[src/hw/rtl/dhcprp_pkg.sv]
// ----------------------------------------------------------------------------
// dhcprp_pkg
// Shared constants, codes and types of the DHCP reply parser.
// ----------------------------------------------------------------------------
package dhcprp_pkg;

   // Defaults of the top-level parameters
   localparam int COUNT_BITS_DEFAULT    = 16;
   localparam int HW_ADDR_BYTES_DEFAULT = 6;

   // Configuration register indexes
   localparam logic CSR_CLIENT_XID = 1'b0;
   localparam logic CSR_CLIENT_MAC = 1'b1;

   localparam int CSR_DATA_BITS = 48;

   localparam logic [31:0] CLIENT_XID_RESET = 32'h4C59_5244;
   localparam logic [47:0] CLIENT_MAC_RESET = 48'h0;

   // Datagram layout (offsets from the start of the UDP header)
   localparam int SRC_PORT_HI  = 0;
   localparam int SRC_PORT_LO  = 1;
   localparam int DST_PORT_HI  = 2;
   localparam int DST_PORT_LO  = 3;
   localparam int OP_OFFSET    = 8;
   localparam int XID_FIRST    = 12;
   localparam int XID_LAST     = 15;
   localparam int YIADDR_FIRST = 24;
   localparam int YIADDR_LAST  = 27;
   localparam int CHADDR_FIRST = 36;
   localparam int COOKIE_FIRST = 244;
   localparam int COOKIE_LAST  = 247;
   localparam int OPT_START    = 248;

   localparam logic [7:0]  SERVER_PORT  = 8'd67;
   localparam logic [7:0]  CLIENT_PORT  = 8'd68;
   localparam logic [7:0]  BOOTREPLY    = 8'd2;
   localparam logic [31:0] MAGIC_COOKIE = 32'h6382_5363;

   // Option codes
   localparam logic [7:0] OPT_PAD      = 8'd0;
   localparam logic [7:0] OPT_MASK     = 8'd1;
   localparam logic [7:0] OPT_ROUTER   = 8'd3;
   localparam logic [7:0] OPT_DNS      = 8'd6;
   localparam logic [7:0] OPT_MSG_TYPE = 8'd53;
   localparam logic [7:0] OPT_SERVER   = 8'd54;
   localparam logic [7:0] OPT_END      = 8'd255;

   // Message types that are accepted
   localparam logic [7:0] MSG_OFFER = 8'd2;
   localparam logic [7:0] MSG_ACK   = 8'd5;

   typedef enum logic [2:0] {
      PH_CODE  = 3'd0,
      PH_LEN   = 3'd1,
      PH_VALUE = 3'd2,
      PH_END   = 3'd3
   } opt_phase_type;

   typedef struct packed {
      logic [7:0]  message_type;
      logic [31:0] server_address;
      logic [31:0] subnet_mask;
      logic [31:0] gateway_address;
      logic [31:0] dns_address;
   } lease_type;

   typedef struct packed {
      logic mismatch;
      logic yiaddr_capture;
   } hdr_status_type;

   typedef struct packed {
      logic        accepted;
      logic [7:0]  message_type;
      logic [31:0] offered_address;
      logic [31:0] server_address;
      logic [31:0] subnet_mask;
      logic [31:0] gateway_address;
      logic [31:0] dns_address;
   } result_type;

endpackage

[src/hw/rtl/dhcprp_req_if.sv]
// ----------------------------------------------------------------------------
// dhcprp_req_if
// Byte request channel: one datagram byte with its last-byte mark.
// ----------------------------------------------------------------------------
interface dhcprp_req_if;
   logic       valid;
   logic       ready;
   logic [7:0] data_byte;
   logic       last_byte;

   modport source (output valid, output data_byte, output last_byte, input ready);
   modport sink   (input valid, input data_byte, input last_byte, output ready);
endinterface

[src/hw/rtl/dhcprp_rsp_if.sv]
// ----------------------------------------------------------------------------
// dhcprp_rsp_if
// Result channel: verdict and extracted addresses for one datagram.
// ----------------------------------------------------------------------------
interface dhcprp_rsp_if;
   logic        valid;
   logic        ready;
   logic        accepted;
   logic [7:0]  message_type;
   logic [31:0] offered_address;
   logic [31:0] server_address;
   logic [31:0] subnet_mask;
   logic [31:0] gateway_address;
   logic [31:0] dns_address;

   modport source (output valid, output accepted, output message_type,
                   output offered_address, output server_address,
                   output subnet_mask, output gateway_address,
                   output dns_address, input ready);
   modport sink   (input valid, input accepted, input message_type,
                   input offered_address, input server_address,
                   input subnet_mask, input gateway_address,
                   input dns_address, output ready);
endinterface

[src/hw/rtl/dhcprp_header.sv]
// ----------------------------------------------------------------------------
// dhcprp_header
// Compares one header byte against the value expected at its offset and
// flags the bytes that carry yiaddr.
// ----------------------------------------------------------------------------
module dhcprp_header #(
   parameter int COUNT_BITS    = dhcprp_pkg::COUNT_BITS_DEFAULT,
   parameter int HW_ADDR_BYTES = dhcprp_pkg::HW_ADDR_BYTES_DEFAULT
) (
   input  logic [COUNT_BITS-1:0]           byte_index,
   input  logic [7:0]                      data_byte,
   input  logic [31:0]                     client_xid,
   input  logic [47:0]                     client_mac,
   output dhcprp_pkg::hdr_status_type      status
);

   logic [63:0]           mac_wide;
   logic [COUNT_BITS-1:0] mac_offset;
   logic [2:0]            mac_sel;
   logic [1:0]            lane_sel;
   logic [7:0]            want;
   logic                  test;

   assign mac_wide   = {16'h0, client_mac};
   assign mac_offset = byte_index - COUNT_BITS'(dhcprp_pkg::CHADDR_FIRST);
   // first chaddr byte pairs with the most significant configured byte
   assign mac_sel    = 3'(HW_ADDR_BYTES - 1) - mac_offset[2:0];
   // byte lane of a big-endian word that starts on a multiple of four
   assign lane_sel   = ~byte_index[1:0];

   always_comb begin
      want = data_byte;
      test = 1'b1;
      if (byte_index == COUNT_BITS'(dhcprp_pkg::SRC_PORT_HI)) begin
         want = 8'h00;
      end else if (byte_index == COUNT_BITS'(dhcprp_pkg::SRC_PORT_LO)) begin
         want = dhcprp_pkg::SERVER_PORT;
      end else if (byte_index == COUNT_BITS'(dhcprp_pkg::DST_PORT_HI)) begin
         want = 8'h00;
      end else if (byte_index == COUNT_BITS'(dhcprp_pkg::DST_PORT_LO)) begin
         want = dhcprp_pkg::CLIENT_PORT;
      end else if (byte_index == COUNT_BITS'(dhcprp_pkg::OP_OFFSET)) begin
         want = dhcprp_pkg::BOOTREPLY;
      end else if (byte_index >= COUNT_BITS'(dhcprp_pkg::XID_FIRST) &&
                   byte_index <= COUNT_BITS'(dhcprp_pkg::XID_LAST)) begin
         want = client_xid[8*lane_sel +: 8];
      end else if (byte_index >= COUNT_BITS'(dhcprp_pkg::COOKIE_FIRST) &&
                   byte_index <= COUNT_BITS'(dhcprp_pkg::COOKIE_LAST)) begin
         want = dhcprp_pkg::MAGIC_COOKIE[8*lane_sel +: 8];
      end else if (byte_index >= COUNT_BITS'(dhcprp_pkg::CHADDR_FIRST) &&
                   byte_index < COUNT_BITS'(dhcprp_pkg::CHADDR_FIRST + HW_ADDR_BYTES)) begin
         want = mac_wide[8*mac_sel +: 8];
      end else begin
         test = 1'b0;
      end
   end

   assign status.mismatch       = test && (want != data_byte);
   assign status.yiaddr_capture =
      byte_index >= COUNT_BITS'(dhcprp_pkg::YIADDR_FIRST) &&
      byte_index <= COUNT_BITS'(dhcprp_pkg::YIADDR_LAST);

endmodule

[src/hw/rtl/dhcprp_options.sv]
// ----------------------------------------------------------------------------
// dhcprp_options
// Option walker: tracks code, length and value of the option under way and
// keeps the lease fields taken from complete options.
// ----------------------------------------------------------------------------
module dhcprp_options (
   input  logic                  clock,
   input  logic                  reset,
   input  logic                  step,
   input  logic                  clear,
   input  logic [7:0]            data_byte,
   output dhcprp_pkg::lease_type lease_next
);

   dhcprp_pkg::opt_phase_type phase_ff, phase_in;
   logic [7:0]                code_ff, code_in;
   logic [7:0]                length_ff, length_in;
   logic [7:0]                offset_ff, offset_in;
   logic [31:0]               value_ff, value_in;
   dhcprp_pkg::lease_type     lease_ff, lease_in;

   logic        finish;
   logic [1:0]  type_sel;

   // next phase
   always_comb begin
      phase_in = phase_ff;
      finish   = 1'b0;
      if (step) begin
         case (phase_ff)
            dhcprp_pkg::PH_CODE: begin
               if (data_byte == dhcprp_pkg::OPT_END) begin
                  phase_in = dhcprp_pkg::PH_END;
               end else if (data_byte != dhcprp_pkg::OPT_PAD) begin
                  phase_in = dhcprp_pkg::PH_LEN;
               end
            end
            dhcprp_pkg::PH_LEN: begin
               if (data_byte == 8'd0) begin
                  // empty option completes at once with no effect
                  phase_in = dhcprp_pkg::PH_CODE;
               end else begin
                  phase_in = dhcprp_pkg::PH_VALUE;
               end
            end
            dhcprp_pkg::PH_VALUE: begin
               if (offset_in >= length_ff) begin
                  phase_in = dhcprp_pkg::PH_CODE;
                  finish   = 1'b1;
               end
            end
            default: begin
               phase_in = phase_ff;
            end
         endcase
      end
   end

   // option fields
   always_comb begin
      code_in   = code_ff;
      length_in = length_ff;
      offset_in = offset_ff;
      value_in  = value_ff;
      if (step) begin
         case (phase_ff)
            dhcprp_pkg::PH_CODE: begin
               if (data_byte != dhcprp_pkg::OPT_END && data_byte != dhcprp_pkg::OPT_PAD) begin
                  code_in = data_byte;
               end
            end
            dhcprp_pkg::PH_LEN: begin
               length_in = data_byte;
               offset_in = 8'd0;
               value_in  = 32'd0;
            end
            dhcprp_pkg::PH_VALUE: begin
               if (offset_ff < 8'd4) begin
                  value_in = {value_ff[23:0], data_byte};
               end
               offset_in = offset_ff + 8'd1;
            end
            default: begin
               code_in = code_ff;
            end
         endcase
      end
   end

   // byte that holds the message type: the first of at most four kept
   assign type_sel = (length_ff >= 8'd4) ? 2'd3 : 2'(length_ff - 8'd1);

   // lease fields
   always_comb begin
      lease_in = lease_ff;
      if (finish) begin
         if (code_ff == dhcprp_pkg::OPT_MSG_TYPE) begin
            lease_in.message_type = value_in[8*type_sel +: 8];
         end else if (length_ff >= 8'd4) begin
            case (code_ff)
               dhcprp_pkg::OPT_SERVER: lease_in.server_address  = value_in;
               dhcprp_pkg::OPT_MASK:   lease_in.subnet_mask     = value_in;
               dhcprp_pkg::OPT_ROUTER: lease_in.gateway_address = value_in;
               dhcprp_pkg::OPT_DNS:    lease_in.dns_address     = value_in;
               default:                lease_in = lease_ff;
            endcase
         end
      end
   end

   assign lease_next = lease_in;

   always_ff @(posedge clock) begin
      if (reset || clear) begin
         phase_ff  <= dhcprp_pkg::PH_CODE;
         code_ff   <= 8'd0;
         length_ff <= 8'd0;
         offset_ff <= 8'd0;
         value_ff  <= 32'd0;
         lease_ff  <= '0;
      end else begin
         phase_ff  <= phase_in;
         code_ff   <= code_in;
         length_ff <= length_in;
         offset_ff <= offset_in;
         value_ff  <= value_in;
         lease_ff  <= lease_in;
      end
   end

endmodule

[src/hw/rtl/dhcp_reply_parser.sv]
// ----------------------------------------------------------------------------
// dhcp_reply_parser
// Checks a received DHCP reply byte by byte and extracts the lease fields.
// ----------------------------------------------------------------------------
//  channel  dir  handshake      payload
//  req_ch   in   valid/ready    data_byte[7:0], last_byte
//  rsp_ch   out  valid/ready    accepted, message_type, offered_address,
//                               server_address, subnet_mask,
//                               gateway_address, dns_address
//  csr_*    in   write enable   csr_index (0 client_xid, 1 client_mac)
//
//  One byte is accepted every cycle; the result for a datagram appears in
//  the result register the cycle after its last byte is accepted.
//  Non-last bytes are taken while a result waits; a last byte stalls only
//  while the result register is full and rsp_ch is not ready.
//  Synchronous reset clears all per-datagram state but the result register
//  and loads the register reset values; no clearing pass is needed.
// ----------------------------------------------------------------------------
module dhcp_reply_parser #(
   parameter int COUNT_BITS    = dhcprp_pkg::COUNT_BITS_DEFAULT,
   parameter int HW_ADDR_BYTES = dhcprp_pkg::HW_ADDR_BYTES_DEFAULT
) (
   input  logic                                clock,
   input  logic                                reset,
   dhcprp_req_if.sink                          req_ch,
   dhcprp_rsp_if.source                        rsp_ch,
   input  logic                                csr_write_enable,
   input  logic                                csr_index,
   input  logic [dhcprp_pkg::CSR_DATA_BITS-1:0] csr_write_data
);

   logic [31:0]            xid_ff;
   logic [47:0]            mac_ff;
   logic [COUNT_BITS-1:0]  count_ff, count_in;
   logic                   good_ff, good_in;
   logic [31:0]            yiaddr_ff, yiaddr_in;
   logic                   rsp_valid_ff;
   dhcprp_pkg::result_type result_ff, result_in;

   dhcprp_pkg::hdr_status_type hdr_status;
   dhcprp_pkg::lease_type      lease_next;

   logic accept;
   logic finish;
   logic in_header;
   logic type_ok;

   assign req_ch.ready = !rsp_valid_ff || rsp_ch.ready || !req_ch.last_byte;
   assign accept       = req_ch.valid && req_ch.ready;
   assign finish       = accept && req_ch.last_byte;
   assign in_header    = count_ff < COUNT_BITS'(dhcprp_pkg::OPT_START);

   dhcprp_header #(
      .COUNT_BITS    (COUNT_BITS),
      .HW_ADDR_BYTES (HW_ADDR_BYTES)
   ) u_header (
      .byte_index (count_ff),
      .data_byte  (req_ch.data_byte),
      .client_xid (xid_ff),
      .client_mac (mac_ff),
      .status     (hdr_status)
   );

   dhcprp_options u_options (
      .clock      (clock),
      .reset      (reset),
      .step       (accept && !in_header),
      .clear      (finish),
      .data_byte  (req_ch.data_byte),
      .lease_next (lease_next)
   );

   always_comb begin
      good_in   = good_ff;
      yiaddr_in = yiaddr_ff;
      count_in  = count_ff;
      if (accept) begin
         if (in_header && hdr_status.mismatch) begin
            good_in = 1'b0;
         end
         if (in_header && hdr_status.yiaddr_capture) begin
            yiaddr_in = {yiaddr_ff[23:0], req_ch.data_byte};
         end
         // saturate
         if (count_ff != {COUNT_BITS{1'b1}}) begin
            count_in = count_ff + COUNT_BITS'(1);
         end
      end
   end

   assign type_ok = lease_next.message_type == dhcprp_pkg::MSG_OFFER ||
                    lease_next.message_type == dhcprp_pkg::MSG_ACK;

   always_comb begin
      result_in = '0;
      if (good_in && type_ok &&
          count_ff >= COUNT_BITS'(dhcprp_pkg::OPT_START - 1)) begin
         result_in.accepted        = 1'b1;
         result_in.message_type    = lease_next.message_type;
         result_in.offered_address = yiaddr_in;
         result_in.server_address  = lease_next.server_address;
         result_in.subnet_mask     = lease_next.subnet_mask;
         result_in.gateway_address = lease_next.gateway_address;
         result_in.dns_address     = lease_next.dns_address;
      end
   end

   always_ff @(posedge clock) begin
      if (reset || finish) begin
         count_ff  <= '0;
         good_ff   <= 1'b1;
         yiaddr_ff <= 32'd0;
      end else begin
         count_ff  <= count_in;
         good_ff   <= good_in;
         yiaddr_ff <= yiaddr_in;
      end
   end

   always_ff @(posedge clock) begin
      if (reset) begin
         rsp_valid_ff <= 1'b0;
      end else if (finish) begin
         rsp_valid_ff <= 1'b1;
      end else if (rsp_ch.ready) begin
         rsp_valid_ff <= 1'b0;
      end
   end

   always_ff @(posedge clock) begin
      if (finish) begin
         result_ff <= result_in;
      end
   end

   always_ff @(posedge clock) begin
      if (reset) begin
         xid_ff <= dhcprp_pkg::CLIENT_XID_RESET;
         mac_ff <= dhcprp_pkg::CLIENT_MAC_RESET;
      end else if (csr_write_enable) begin
         case (csr_index)
            dhcprp_pkg::CSR_CLIENT_XID: xid_ff <= csr_write_data[31:0];
            dhcprp_pkg::CSR_CLIENT_MAC: mac_ff <= csr_write_data[47:0];
            default:                    xid_ff <= xid_ff;
         endcase
      end
   end

   assign rsp_ch.valid           = rsp_valid_ff;
   assign rsp_ch.accepted        = result_ff.accepted;
   assign rsp_ch.message_type    = result_ff.message_type;
   assign rsp_ch.offered_address = result_ff.offered_address;
   assign rsp_ch.server_address  = result_ff.server_address;
   assign rsp_ch.subnet_mask     = result_ff.subnet_mask;
   assign rsp_ch.gateway_address = result_ff.gateway_address;
   assign rsp_ch.dns_address     = result_ff.dns_address;

endmodule

[src/flat_wrapper.sv]
// flat-port wrapper written by rule: the top's interface ports become plain ports
module dhcp_reply_parser_flat 
#(
   parameter int COUNT_BITS    = dhcprp_pkg::COUNT_BITS_DEFAULT,
   parameter int HW_ADDR_BYTES = dhcprp_pkg::HW_ADDR_BYTES_DEFAULT
)
  (clock, reset, csr_write_enable, csr_index, csr_write_data, req_ch_valid, req_ch_data_byte, req_ch_last_byte, req_ch_ready, rsp_ch_valid, rsp_ch_accepted, rsp_ch_message_type, rsp_ch_offered_address, rsp_ch_server_address, rsp_ch_subnet_mask, rsp_ch_gateway_address, rsp_ch_dns_address, rsp_ch_ready);
  dhcprp_req_if req_ch_i ();
  dhcprp_rsp_if rsp_ch_i ();
  input  logic clock;
  input  logic reset;
  input  logic csr_write_enable;
  input  logic csr_index;
  input  logic [dhcprp_pkg::CSR_DATA_BITS-1:0] csr_write_data;
  input wire logic [$bits(req_ch_i.valid)-1:0] req_ch_valid;
  input wire logic [$bits(req_ch_i.data_byte)-1:0] req_ch_data_byte;
  input wire logic [$bits(req_ch_i.last_byte)-1:0] req_ch_last_byte;
  output wire logic [$bits(req_ch_i.ready)-1:0] req_ch_ready;
  output wire logic [$bits(rsp_ch_i.valid)-1:0] rsp_ch_valid;
  output wire logic [$bits(rsp_ch_i.accepted)-1:0] rsp_ch_accepted;
  output wire logic [$bits(rsp_ch_i.message_type)-1:0] rsp_ch_message_type;
  output wire logic [$bits(rsp_ch_i.offered_address)-1:0] rsp_ch_offered_address;
  output wire logic [$bits(rsp_ch_i.server_address)-1:0] rsp_ch_server_address;
  output wire logic [$bits(rsp_ch_i.subnet_mask)-1:0] rsp_ch_subnet_mask;
  output wire logic [$bits(rsp_ch_i.gateway_address)-1:0] rsp_ch_gateway_address;
  output wire logic [$bits(rsp_ch_i.dns_address)-1:0] rsp_ch_dns_address;
  input wire logic [$bits(rsp_ch_i.ready)-1:0] rsp_ch_ready;
  assign req_ch_i.valid = req_ch_valid;
  assign req_ch_i.data_byte = req_ch_data_byte;
  assign req_ch_i.last_byte = req_ch_last_byte;
  assign req_ch_ready = req_ch_i.ready;
  assign rsp_ch_valid = rsp_ch_i.valid;
  assign rsp_ch_accepted = rsp_ch_i.accepted;
  assign rsp_ch_message_type = rsp_ch_i.message_type;
  assign rsp_ch_offered_address = rsp_ch_i.offered_address;
  assign rsp_ch_server_address = rsp_ch_i.server_address;
  assign rsp_ch_subnet_mask = rsp_ch_i.subnet_mask;
  assign rsp_ch_gateway_address = rsp_ch_i.gateway_address;
  assign rsp_ch_dns_address = rsp_ch_i.dns_address;
  assign rsp_ch_i.ready = rsp_ch_ready;
  dhcp_reply_parser #(.COUNT_BITS(COUNT_BITS), .HW_ADDR_BYTES(HW_ADDR_BYTES)) u_core (.clock(clock), .reset(reset), .req_ch(req_ch_i), .rsp_ch(rsp_ch_i), .csr_write_enable(csr_write_enable), .csr_index(csr_index), .csr_write_data(csr_write_data));
endmodule
[config.mk]
export PLATFORM = sky130hd
export DESIGN_NAME = dhcp_reply_parser_flat
export DESIGN_NICKNAME = d
export VERILOG_FILES = /design/src/hw/rtl/dhcprp_pkg.sv /design/src/hw/rtl/dhcprp_req_if.sv /design/src/hw/rtl/dhcprp_rsp_if.sv /design/src/hw/rtl/dhcprp_header.sv /design/src/hw/rtl/dhcprp_options.sv /design/src/hw/rtl/dhcp_reply_parser.sv /design/src/flat_wrapper.sv
export SDC_FILE = /design/constraint.sdc
export NUM_CORES = 1
export LEC_CHECK = 0
export ABC_AREA = 1
export BUFFER_PORTS_ARGS = -buffer_cell sky130_fd_sc_hd__buf_2
export CAP_MARGIN = 20
export CORE_UTILIZATION = 47
export DETAILED_ROUTE_END_ITERATION = 10
export MAX_ROUTING_LAYER = met4
export PLACE_DENSITY = 0.67
export SYNTH_ARGS = -nofsm -noshare
export SYNTH_HDL_FRONTEND = slang
export SYNTH_SLANG_ARGS = --single-unit
[constraint.sdc]
create_clock -name clock -period 4.56 [get_ports clock]
set_input_delay 0.456 -clock clock [delete_from_list [all_inputs] [get_ports clock]]
set_output_delay 0.456 -clock clock [all_outputs]
set_load 0.05 [all_outputs]
# Word-level counts from Yosys, hierarchy flattened
# Cells that the tools add are included.
# Widths: inputs -> output; s select.
[word_totals]
out_inout_bits = 171
input_bits = 63
register_bits = 494
elab_cells = 143
[op_classes]
n_bitwise = 2
order_cmp = 13
eq_ne = 19
n_reduce_logical = 32
n_addsub = 5
shift = 4
muxes = 45
[ops]
columns = ["op", "count"]
rows = [
  ["$mux 128", 2],
  ["$mux 32", 8],
  ["$mux 169", 1],
  ["$mux 136", 1],
  ["$mux 8", 10],
  ["$pmux 32 s2", 1],
  ["$shiftx 32x6->8", 2],
  ["$shiftx 64x7->8", 1],
  ["$eq 16x2->1 const B", 2],
  ["$ge 16x8->1 const B", 2],
  ["$shiftx 32x6->8 const A", 1],
  ["$add 16x1->16 const B", 1],
  ["$eq 16x1->1 const B", 1],
  ["$eq 16x4->1 const B", 1],
  ["$eq 8x2->1 const B", 2],
  ["$eq 8x3->1 const B", 2],
  ["$eq 8x6->1 const B", 2],
  ["$ge 16x4->1 const B", 1],
  ["$ge 16x5->1 const B", 1],
  ["$ge 16x6->1 const B", 1],
  ["$le 16x4->1 const B", 1],
  ["$le 16x5->1 const B", 1],
  ["$le 16x8->1 const B", 1],
  ["$logic_not 16->1", 1],
  ["other kinds (36)", 73],
]

# Logic depth before layout (Yosys ltp)
# Gate-level depths: netlist (run 1).
[depth]
word_depth = 19
depth_mapped = 32

# Hierarchy
# Synthesis (run 1) repeated with hierarchy kept, for this count alone.
[hier_totals]
cells_unflattened = 2794
area_unflattened_um2 = 21712.1
[by_module_without_submodules]
columns = ["mod", "seq_area_each_um2", "n_inst", "area_per_inst_um2", "cells_per_inst"]
rows = [
  ["dhcp_reply_parser", 7677.4, 1, 11559.8, 1227],
  ["dhcprp_options", 3883.7, 1, 8579.5, 1226],
  ["dhcprp_header", 0.0, 1, 1572.8, 341],
]

# Worst setup path before layout (run 1)
# OpenSTA, ideal clock, no wires.
[synth_timing]
path_type = "register to register"
from = "register u_core.rsp_valid_ff (netlist: u_core.rsp_ch.valid)"
to = "register u_core.result_ff (netlist bit u_core.rsp_ch.accepted) (enable)"
synth_period_minus_slack_ns = 5.195
slack_ns = -0.635
stages_incl_launch_ff = 8
setup_ns = 0.522
arrival_ns = 4.673
path_buffers = 0
path_cell_list = "dfxtp_1 -> inv_1 -> nor2_1 -> nand2_1 -> nand2_1 -> inv_1 -> nand2_1 -> inv_1"
[synth_via]
elab_chain_len = 5
[synth_rtl]
columns = ["item", "line_no", "rtl"]
rows = [
  ["start: declaration", "dhcp_reply_parser.sv:37", "logic rsp_valid_ff;"],
  ["start signal: assignment", "dhcp_reply_parser.sv:122", "rsp_valid_ff <= 1'b0;"],
  ["start signal: assignment", "dhcp_reply_parser.sv:124", "rsp_valid_ff <= 1'b1;"],
  ["start signal: assignment", "dhcp_reply_parser.sv:126", "rsp_valid_ff <= 1'b0;"],
  ["$logic_not 1->1", "dhcp_reply_parser.sv:48", "assign req_ch.ready = !rsp_valid_ff || rsp_ch.ready || !req_ch.last_byte;"],
  ["$logic_or 1x1->1 (2 in series)", "dhcp_reply_parser.sv:48", ""],
  ["named net req_ch_ready", "flat_wrapper.sv:18", "output wire logic [$bits(req_ch_i.ready)-1:0] req_ch_ready;"],
  ["$logic_and 1x1->1", "dhcp_reply_parser.sv:49", "assign accept = req_ch.valid && req_ch.ready;"],
  ["$logic_and 1x1->1", "dhcp_reply_parser.sv:50", "assign finish = accept && req_ch.last_byte;"],
  ["named net u_core.finish", "dhcp_reply_parser.sv:44", "logic finish;"],
  ["end signal: assignment", "dhcp_reply_parser.sv:132", "result_ff <= result_in;"],
  ["end: declaration", "dhcp_reply_parser.sv:38", "dhcprp_pkg::result_type result_ff, result_in;"],
]
# The timed path passes the listed nets, and every way through them passes these cells.
# A chain may end at the register's enable or synchronous reset.

# Worst setup path in the final report (run 1)
[layout_timing]
from = "register u_core.count_ff[6]"
to = "register u_core.result_ff (netlist bit u_core.rsp_ch.dns_address[17]) (data pin)"
[layout_via]
elab_cells_between_ends = 56
cone_classes = "order compare: 9; eq/ne: 7; shift: 1; mux: 28; reduce/logical: 11"
[layout_rtl]
columns = ["item", "line_no", "rtl"]
rows = [
  ["start: declaration", "dhcp_reply_parser.sv:34", "logic [COUNT_BITS-1:0] count_ff, count_in;"],
  ["start signal: assignment", "dhcp_reply_parser.sv:114", "count_ff <= count_in;"],
  ["$lt 16x8->1 (*)", "dhcp_reply_parser.sv:51", "assign in_header = count_ff < COUNT_BITS'(dhcprp_pkg::OPT_START);"],
  ["$logic_not 1->1 (*)", "dhcp_reply_parser.sv:67", ".step (accept && !in_header),"],
  ["$logic_and 1x1->1 (*)", "dhcp_reply_parser.sv:67", ""],
  ["$mux 8 (*)", "dhcprp_options.sv:65", "if (step) begin"],
  ["named net u_core.u_options.offset_in[7]", "dhcprp_options.sv:18", "logic [7:0] offset_ff, offset_in;"],
  ["$ge 8x8->1 (*)", "dhcprp_options.sv:47", "if (offset_in >= length_ff) begin"],
  ["$mux 1 (*)", "dhcprp_options.sv:47", ""],
  ["$mux 1 (*)", "dhcprp_options.sv:30", "case (phase_ff)"],
  ["$mux 1 (*)", "dhcprp_options.sv:29", "if (step) begin"],
  ["$mux 136 (*)", "dhcprp_options.sv:96", "if (finish) begin"],
  ["$eq 8x2->1 / $eq 8x3->1 (equally long branches)", "dhcp_reply_parser.sv:91, dhcp_reply_parser.sv:92", ""],
  ["$logic_or 1x1->1", "dhcp_reply_parser.sv:91", "assign type_ok = lease_next.message_type == dhcprp_pkg::MSG_OFFER ||"],
  ["$logic_and 1x1->1 (2 in series)", "dhcp_reply_parser.sv:96", "if (good_in && type_ok &&"],
]
# The timed path passes the listed nets; every way through them passes the cells marked *.

==> flow_summary.toml, run 1 <==
[global_routing]
antenna_found_initial = 1
grt_pass1_wl_mm = 92.8
grt_pass1_vias = 17000
grt_max_degree = 87
overflow = 0
grtUsageTotal_pct = 25.6

[power_and_ir_drop]
p_leak_uw = 0.0100
ir_drop_mv = 0.301
powerDensity_nw_per_um2 = 375

[critical_path]
slowest_delay_ps = 370
worstSetupPathType = "reg -> reg"
critPathMaxFanout = 6
cp-end-kind = "flip-flop"
critPathSlowestCell = "dfxtp_2"
arrival_ps = 4780
crit_required_ps = 4990
start_kind = "flip-flop"

[timing]
finalHoldViolCount = 0
rsz0062_at_grt = "true"
finalMaxSlewViolations = 0
fmax_mhz = 230
timing.final.crit_share_pct = 95.5
finalCriticalPeriod_ps = 4350
setup_tns_ps = 0
clock_skew_ps = 19.6
slew_headroom_pct = 29.8
worst_slew_pin_slew_ps = 1050
setup_viol = 0

[cts]
cts_inserted_buffers = 50
tritoncts = "yes"
cts.path.max_buffers = 3
clk_pin_slew_ps = 60
cts_root_buf = "clkbuf_16"
cts.sinks = 493
cts_hold_buffers = 0
cts.htree.levels = 2
clk_latency_ps = 590

[floorplan]
die_y_um = 217
start_util_pct = 47.7
die_x_um = 217
dieArea_um2 = 46900
coreArea_um2 = 45400
rows = 78
num_io_pins = 234

[synthesis]
ys_ff_latch = 493
syn_area_um2 = 21600
synthArstFlopShare_pct = 0
synth_edf_count = 169
synthCells = 2575
postSynthAreaPerCell_um2 = 8.41
yosys_warnings = 0
yosysSeqAreaShare_pct = 53.4
synthFlopType = "dfxtp_1"
ys_types = 43

[route]
dr_wl_met2_mm = 28.0
wl_mm = 60.5
wl_met3_mm = 4.05
drt-wirelength-per-cell_um = 17.6
top_layer_used = "met4"
wl_met1_mm = 27.0
drtAntennaViolNets = 0
detail_route.iter0.violations = 1762
vias_per_cell = 5.33
num_vias = 18300
dr.pass1.iters = 6
drcViolationCount = 0

[place]
place_area_um2 = 23600
gp_congestion = 0.893
io_buffers = 233
dp_hpwl_mm = 39.9

[final_layout]
nFillCells = 4129
fin_nets = 2879
drive_gt1_share_pct = 22.4
mostFrequentLayoutCells = "nand2_1 (497), nor2_1 (420), dfxtp_1 (319)"
design_area_um2 = 25900
syn2layout_area_growth_pct = 19.6
final_common_cell = "nand2_1"

[run]
drv_cap = 0

[min_path]
min_path_type = "in -> reg"

[outcome]
status = "finished clean"
## cells in the mapped netlist (3+ instances only)
master | n | share of area, %
edfxtp_1 | 169 | 23
a211oi_1 | 3 | 0.10
o21ai_1 | 6 | 0.14
buf_6 | 12 | 0.62
clkinv_1 | 6 | 0.10
nand3_1 | 141 | 3.3
nand2_1 | 506 | 8.8
inv_1 | 203 | 3.5
nor4_1 | 8 | 0.23
a31oi_1 | 4 | 0.12
inv_2 | 4 | 0.069
clkbuf_1 | 99 | 1.7
o21a_1 | 3 | 0.10
buf_4 | 10 | 0.35
buf_1 | 13 | 0.23
o22ai_1 | 5 | 0.14
nor3_1 | 95 | 2.2
a21oi_1 | 48 | 1.1
o21ai_0 | 232 | 5.4
o211ai_1 | 5 | 0.17
nor2_2 | 5 | 0.14
nand4_1 | 33 | 0.95
nor2_1 | 426 | 7.4
dfxtp_1 | 324 | 30
ha_1 | 19 | 1.1
mux2_2 | 56 | 2.9
or2_2 | 10 | 0.29
nor2_4 | 3 | 0.16
nor3_2 | 91 | 4.2
buf_2 | 18 | 0.42
## worst paths after layout
path	end	slack, ps	start	cells after the start
setup / recovery	u_core.rsp_ch.dns_address[17]$_SDFFCE_PN0P_	210	u_core.count_ff[6]$_SDFFE_PP0P_	31
hold / removal	u_core.xid_ff[12]$_SDFFE_PP1P_	100	csr_write_data[12]	3
setup reg to reg	u_core.rsp_ch.dns_address[17]$_SDFFCE_PN0P_	210	u_core.count_ff[6]$_SDFFE_PP0P_	31
hold reg to reg	u_core.xid_ff[19]$_SDFFE_PP1P_	450	u_core.xid_ff[19]$_SDFFE_PP1P_	2
## critical path, delay by kind of cell, from the launching register on
kind	cells	cell delay (ps)
buf+inv	7	850
simple gates	19	2150
fa+ha+maj	1	280
compound gates	4	550
flops	1	370
## power breakdown
part	switching [uW]	leakage (uW)	internal, uW
logic	641	0.00502	189
registers	47.2	0.00419	4640
clock network	1720	0.000813	2470
## per-layer routing
layer	track usage, %	vias up
met4	7.61	0
li1	-	8909
met1	34.7	8663
met3	3.72	94
met2	39.8	661
met5	-	-
## repair_timing
action | in CTS | in global routing
setup buffers | 0 | 10
gates resized for setup | 0 | 81
endpoints found under the setup margin | 0 | 164
## cell type report
class | count | area [um^2] | area share, %
Sequential cell | 493 | 11600 | 44.7
Tap cell | 600 | 751 | 2.90
Timing Repair Buffer | 314 | 2090 | 8.07
Antenna cell | 1 | 2.50 | 0.00967
Clock inverter | 18 | 230 | 0.889
Inverter | 214 | 811 | 3.13
Multi-Input combinational cell | 1724 | 9000 | 34.8
Clock buffer | 74 | 1440 | 5.55
## registers in the layout, summed over array words and instances, names as in the netlist, 2 cells and up
register and flops:
u_core.count_ff 16, u_core.u_options.value_ff 32, u_core.rsp_ch.offered_address 32, u_core.u_options.lease_ff 136, u_core.rsp_ch.server_address 32, u_core.rsp_ch.message_type 8, u_core.u_options.phase_ff 2, u_core.u_options.length_ff 8
u_core.rsp_ch.dns_address 32, u_core.mac_ff 48, u_core.xid_ff 32, u_core.yiaddr_ff 32, u_core.rsp_ch.subnet_mask 32, u_core.rsp_ch.gateway_address 32, u_core.u_options.offset_ff 8, u_core.u_options.code_ff 8
## cell families after synthesis
logic type,count (synthesis),share of synthesized area (%)
adders and majority gates,19,1.10
xor gates and xnor gates,1,0.0405
buffers and inverters,366,7.05
other,1,0.0173
DFF,493,53.4
and+or+nand+nor,1326,27.9
muxes,56,2.91
AOI/OAI and AO/OA,313,7.57
## metrics by stage
step	instances	hold slack, ps	setup WS (ps)	power [uW]	utilization (%)
detailed placement	3324	440	25.3	5610	52.0
CTS	3416	75.0	14.8	9780	55.6
finish	3438	99.0	207	9710	57.1
floorplan	2579	424	95.8	5360	-
global route	3438	98.5	-79.7	10000	57.1
global placement	3324	438	173	5600	52.0
No activity file was read; power rests on OpenSTA's default activity.
==> inputs of run 2 (changes only) <==
--- a/config.mk
+++ b/config.mk
@@ -11,7 +11,7 @@
 export CORE_UTILIZATION = 47
 export DETAILED_ROUTE_END_ITERATION = 10
 export MAX_ROUTING_LAYER = met4
-export PLACE_DENSITY = 0.67
+export PLACE_DENSITY = 0.79
 export SYNTH_ARGS = -nofsm -noshare
 export SYNTH_HDL_FRONTEND = slang
 export SYNTH_SLANG_ARGS = --single-unit
==> run 2 against run 1 <==
Effect of this change:
- largest cell class unchanged
- sequential share of layout area rose by 0.65 points
- hold slack got worse by 23 ps
- die area did not move
- clock-buffer cell count fell by 11
- combinational power fell by 2%
- first-iteration DRC count rose by 3.3%
- sequential power barely moved
- non-clock buffer count fell by 21
- total power fell by 0.19%
==> flow_summary.toml, run 2 (synthesized netlist as in run 1, its figures left out) <==
[final_layout]
utilization_pct = 56.2
mostFrequentLayoutCells = "nand2_1 (499), nor2_1 (420), dfxtp_1 (321)"
design_area_um2 = 25500
syn2layout_area_growth_pct = 17.9
fin_nets = 2855
stdcell_count = 3416
reg_top3 = "u_core.u_options.lease_ff (136), u_core.mac_ff (48)"
final_common_cell = "nand2_1"
largest-register = "u_core.u_options.lease_ff"
largest_reg_flops = 136
drive_gt1_share_pct = 21.4
nFillCells = 3910

[cts]
cts.path.max_buffers = 3
cts.sinks = 493
clk_latency_ps = 610
cts.htree.levels = 2
cts_root_buf = "clkbuf_16"
clk_pin_slew_ps = 60
cts_inserted_buffers = 50
cts_hold_buffers = 0
tritoncts = "yes"

[route]
detail_route.iter0.violations = 1820
vias_per_cell = 5.37
drtAntennaViolNets = 0
wl_mm = 57.8
dr.pass1.iters = 6
drt-wirelength-per-cell_um = 16.9
num_vias = 18300
drcViolationCount = 0

[timing]
timing.final.crit_share_pct = 97.3
setup_tns_ps = 0
finalCriticalPeriod_ps = 4440
slew_headroom_pct = 28.8
clock_skew_ps = 42.7
setup_viol = 0
worst_slew_pin_slew_ps = 1070
finalHoldViolCount = 0
finalMaxSlewViolations = 0
fmax_mhz = 225

[power_and_ir_drop]
p_leak_uw = 0.00985
power.total_uw = 9690
ir_drop_mv = 0.326
powerDensity_nw_per_um2 = 380

[critical_path]
r2r_slack_ps = 120
cp-end-kind = "flip-flop"
worstSetupPathType = "reg -> reg"
slowest_delay_ps = 380
critPathMaxFanout = 17
critPathSlowestCell = "dfxtp_4"
crit_required_ps = 4970
rr_startpoint = "u_core.count_ff[5]$_SDFFE_PP0P_"
r2r-end = "u_core.rsp_ch.gateway_address[17]$_SDFFCE_PN0P_"
arrival_ps = 4850
start_kind = "flip-flop"
worst_path_most_repeated_cell = "nor2_4"
rr_worst_depth = 28

[floorplan]
start_util_pct = 47.7
num_io_pins = 234
die_y_um = 217
dieArea_um2 = 46900
die_x_um = 217
coreArea_um2 = 45400
rows = 78

[place]
dp_hpwl_mm = 37.6
place_area_um2 = 23500
io_buffers = 233
placed_cells = 3311
gp_congestion = 0.920

[min_path]
hold_start = "csr_write_data[27]"
min_path_cells = 3
min_path_type = "in -> reg"
min_to = "u_core.xid_ff[27]$_SDFFE_PP1P_"

[global_routing]
overflow = 0
grt_pass1_wl_mm = 89.8
grt_max_degree = 218
grt_pass1_vias = 17300
antenna_found_initial = 1
grtUsageTotal_pct = 24.6

[run]
drv_cap = 0

[outcome]
status = "finished clean"
-- run 2: worst max path at each step --
stage	start	endpoint	slack, ps	cells after the start
detailed placement	u_core.count_ff[5]$_SDFFE_PP0P_	u_core.rsp_ch.subnet_mask[15]$_SDFFCE_PN0P_	-70	27
floorplan	u_core.rsp_ch.valid$_SDFFE_PP0P_	u_core.rsp_ch.gateway_address[31]$_SDFFCE_PN0P_	100	28
finish	u_core.count_ff[5]$_SDFFE_PP0P_	u_core.rsp_ch.gateway_address[17]$_SDFFCE_PN0P_	120	28
CTS	u_core.count_ff[5]$_SDFFE_PP0P_	u_core.rsp_ch.gateway_address[15]$_SDFFCE_PN0P_	30	28
global route	u_core.count_ff[5]$_SDFFE_PP0P_	u_core.rsp_ch.gateway_address[17]$_SDFFCE_PN0P_	-100	28
global placement	rsp_ch_ready	u_core.rsp_ch.subnet_mask[10]$_SDFFCE_PN0P_	200	28
-- run 2: per-layer routing --
metal | share of wire [%] | vias up | global-route usage [%]
met2 | 47 | 708 | 38.7
met5 | 0 | - | -
met1 | 42 | 8656 | 31.6
met4 | 3.6 | 0 | 9.81
li1 | - | 8849 | -
met3 | 6.6 | 129 | 3.97
-- run 2: stage by stage --
stage               hold WS, ps  worst slack, ps
floorplan                   424             95.8
global route               84.2            -96.7
CTS                        58.9             27.3
finish                     75.6              122
detailed placement          438            -67.2
global placement            434              195
-- run 2: cell type report --
| type | count | area (um^2) | share of cell area (%) |
|---|---|---|---|
| clock buffers | 63 | 1380 | 5.41 |
| multi-input cells | 1720 | 8850 | 34.7 |
| flip-flops and latches | 493 | 11600 | 45.3 |
| clock inverters | 31 | 328 | 1.28 |
| diodes | 1 | 2.50 | 0.00981 |
| repair buffers | 293 | 1820 | 7.14 |
| well taps | 600 | 751 | 2.94 |
| inverters | 214 | 808 | 3.17 |
| repair inverters | 1 | 7.51 | 0.0294 |
-- run 2: power breakdown --
group / internal (uW) / switching, uW / total, uW
Combinational: 178 / 633 / 811
Clock: 2400 / 1790 / 4190
Sequential: 4640 / 48.3 / 4690
Total: 7230 / 2470 / 9690
-- run 2: critical path, delay by kind of cell (launching register included) --
family | cells | cell delay, ps
fa+ha+maj | 1 | 260
flops | 1 | 380
buf+inv | 5 | 660
compound gates | 4 | 560
simple gates | 18 | 2380
-- run 2: repair_timing --
item | in CTS | in global routing
setup endpoints to repair | 45 | 170
cloned | 0 | 2
pin swaps | 0 | 10
hold endpoints to repair | 0 | 0
gates resized for setup | 4 | 49
buffers inserted | 0 | 8
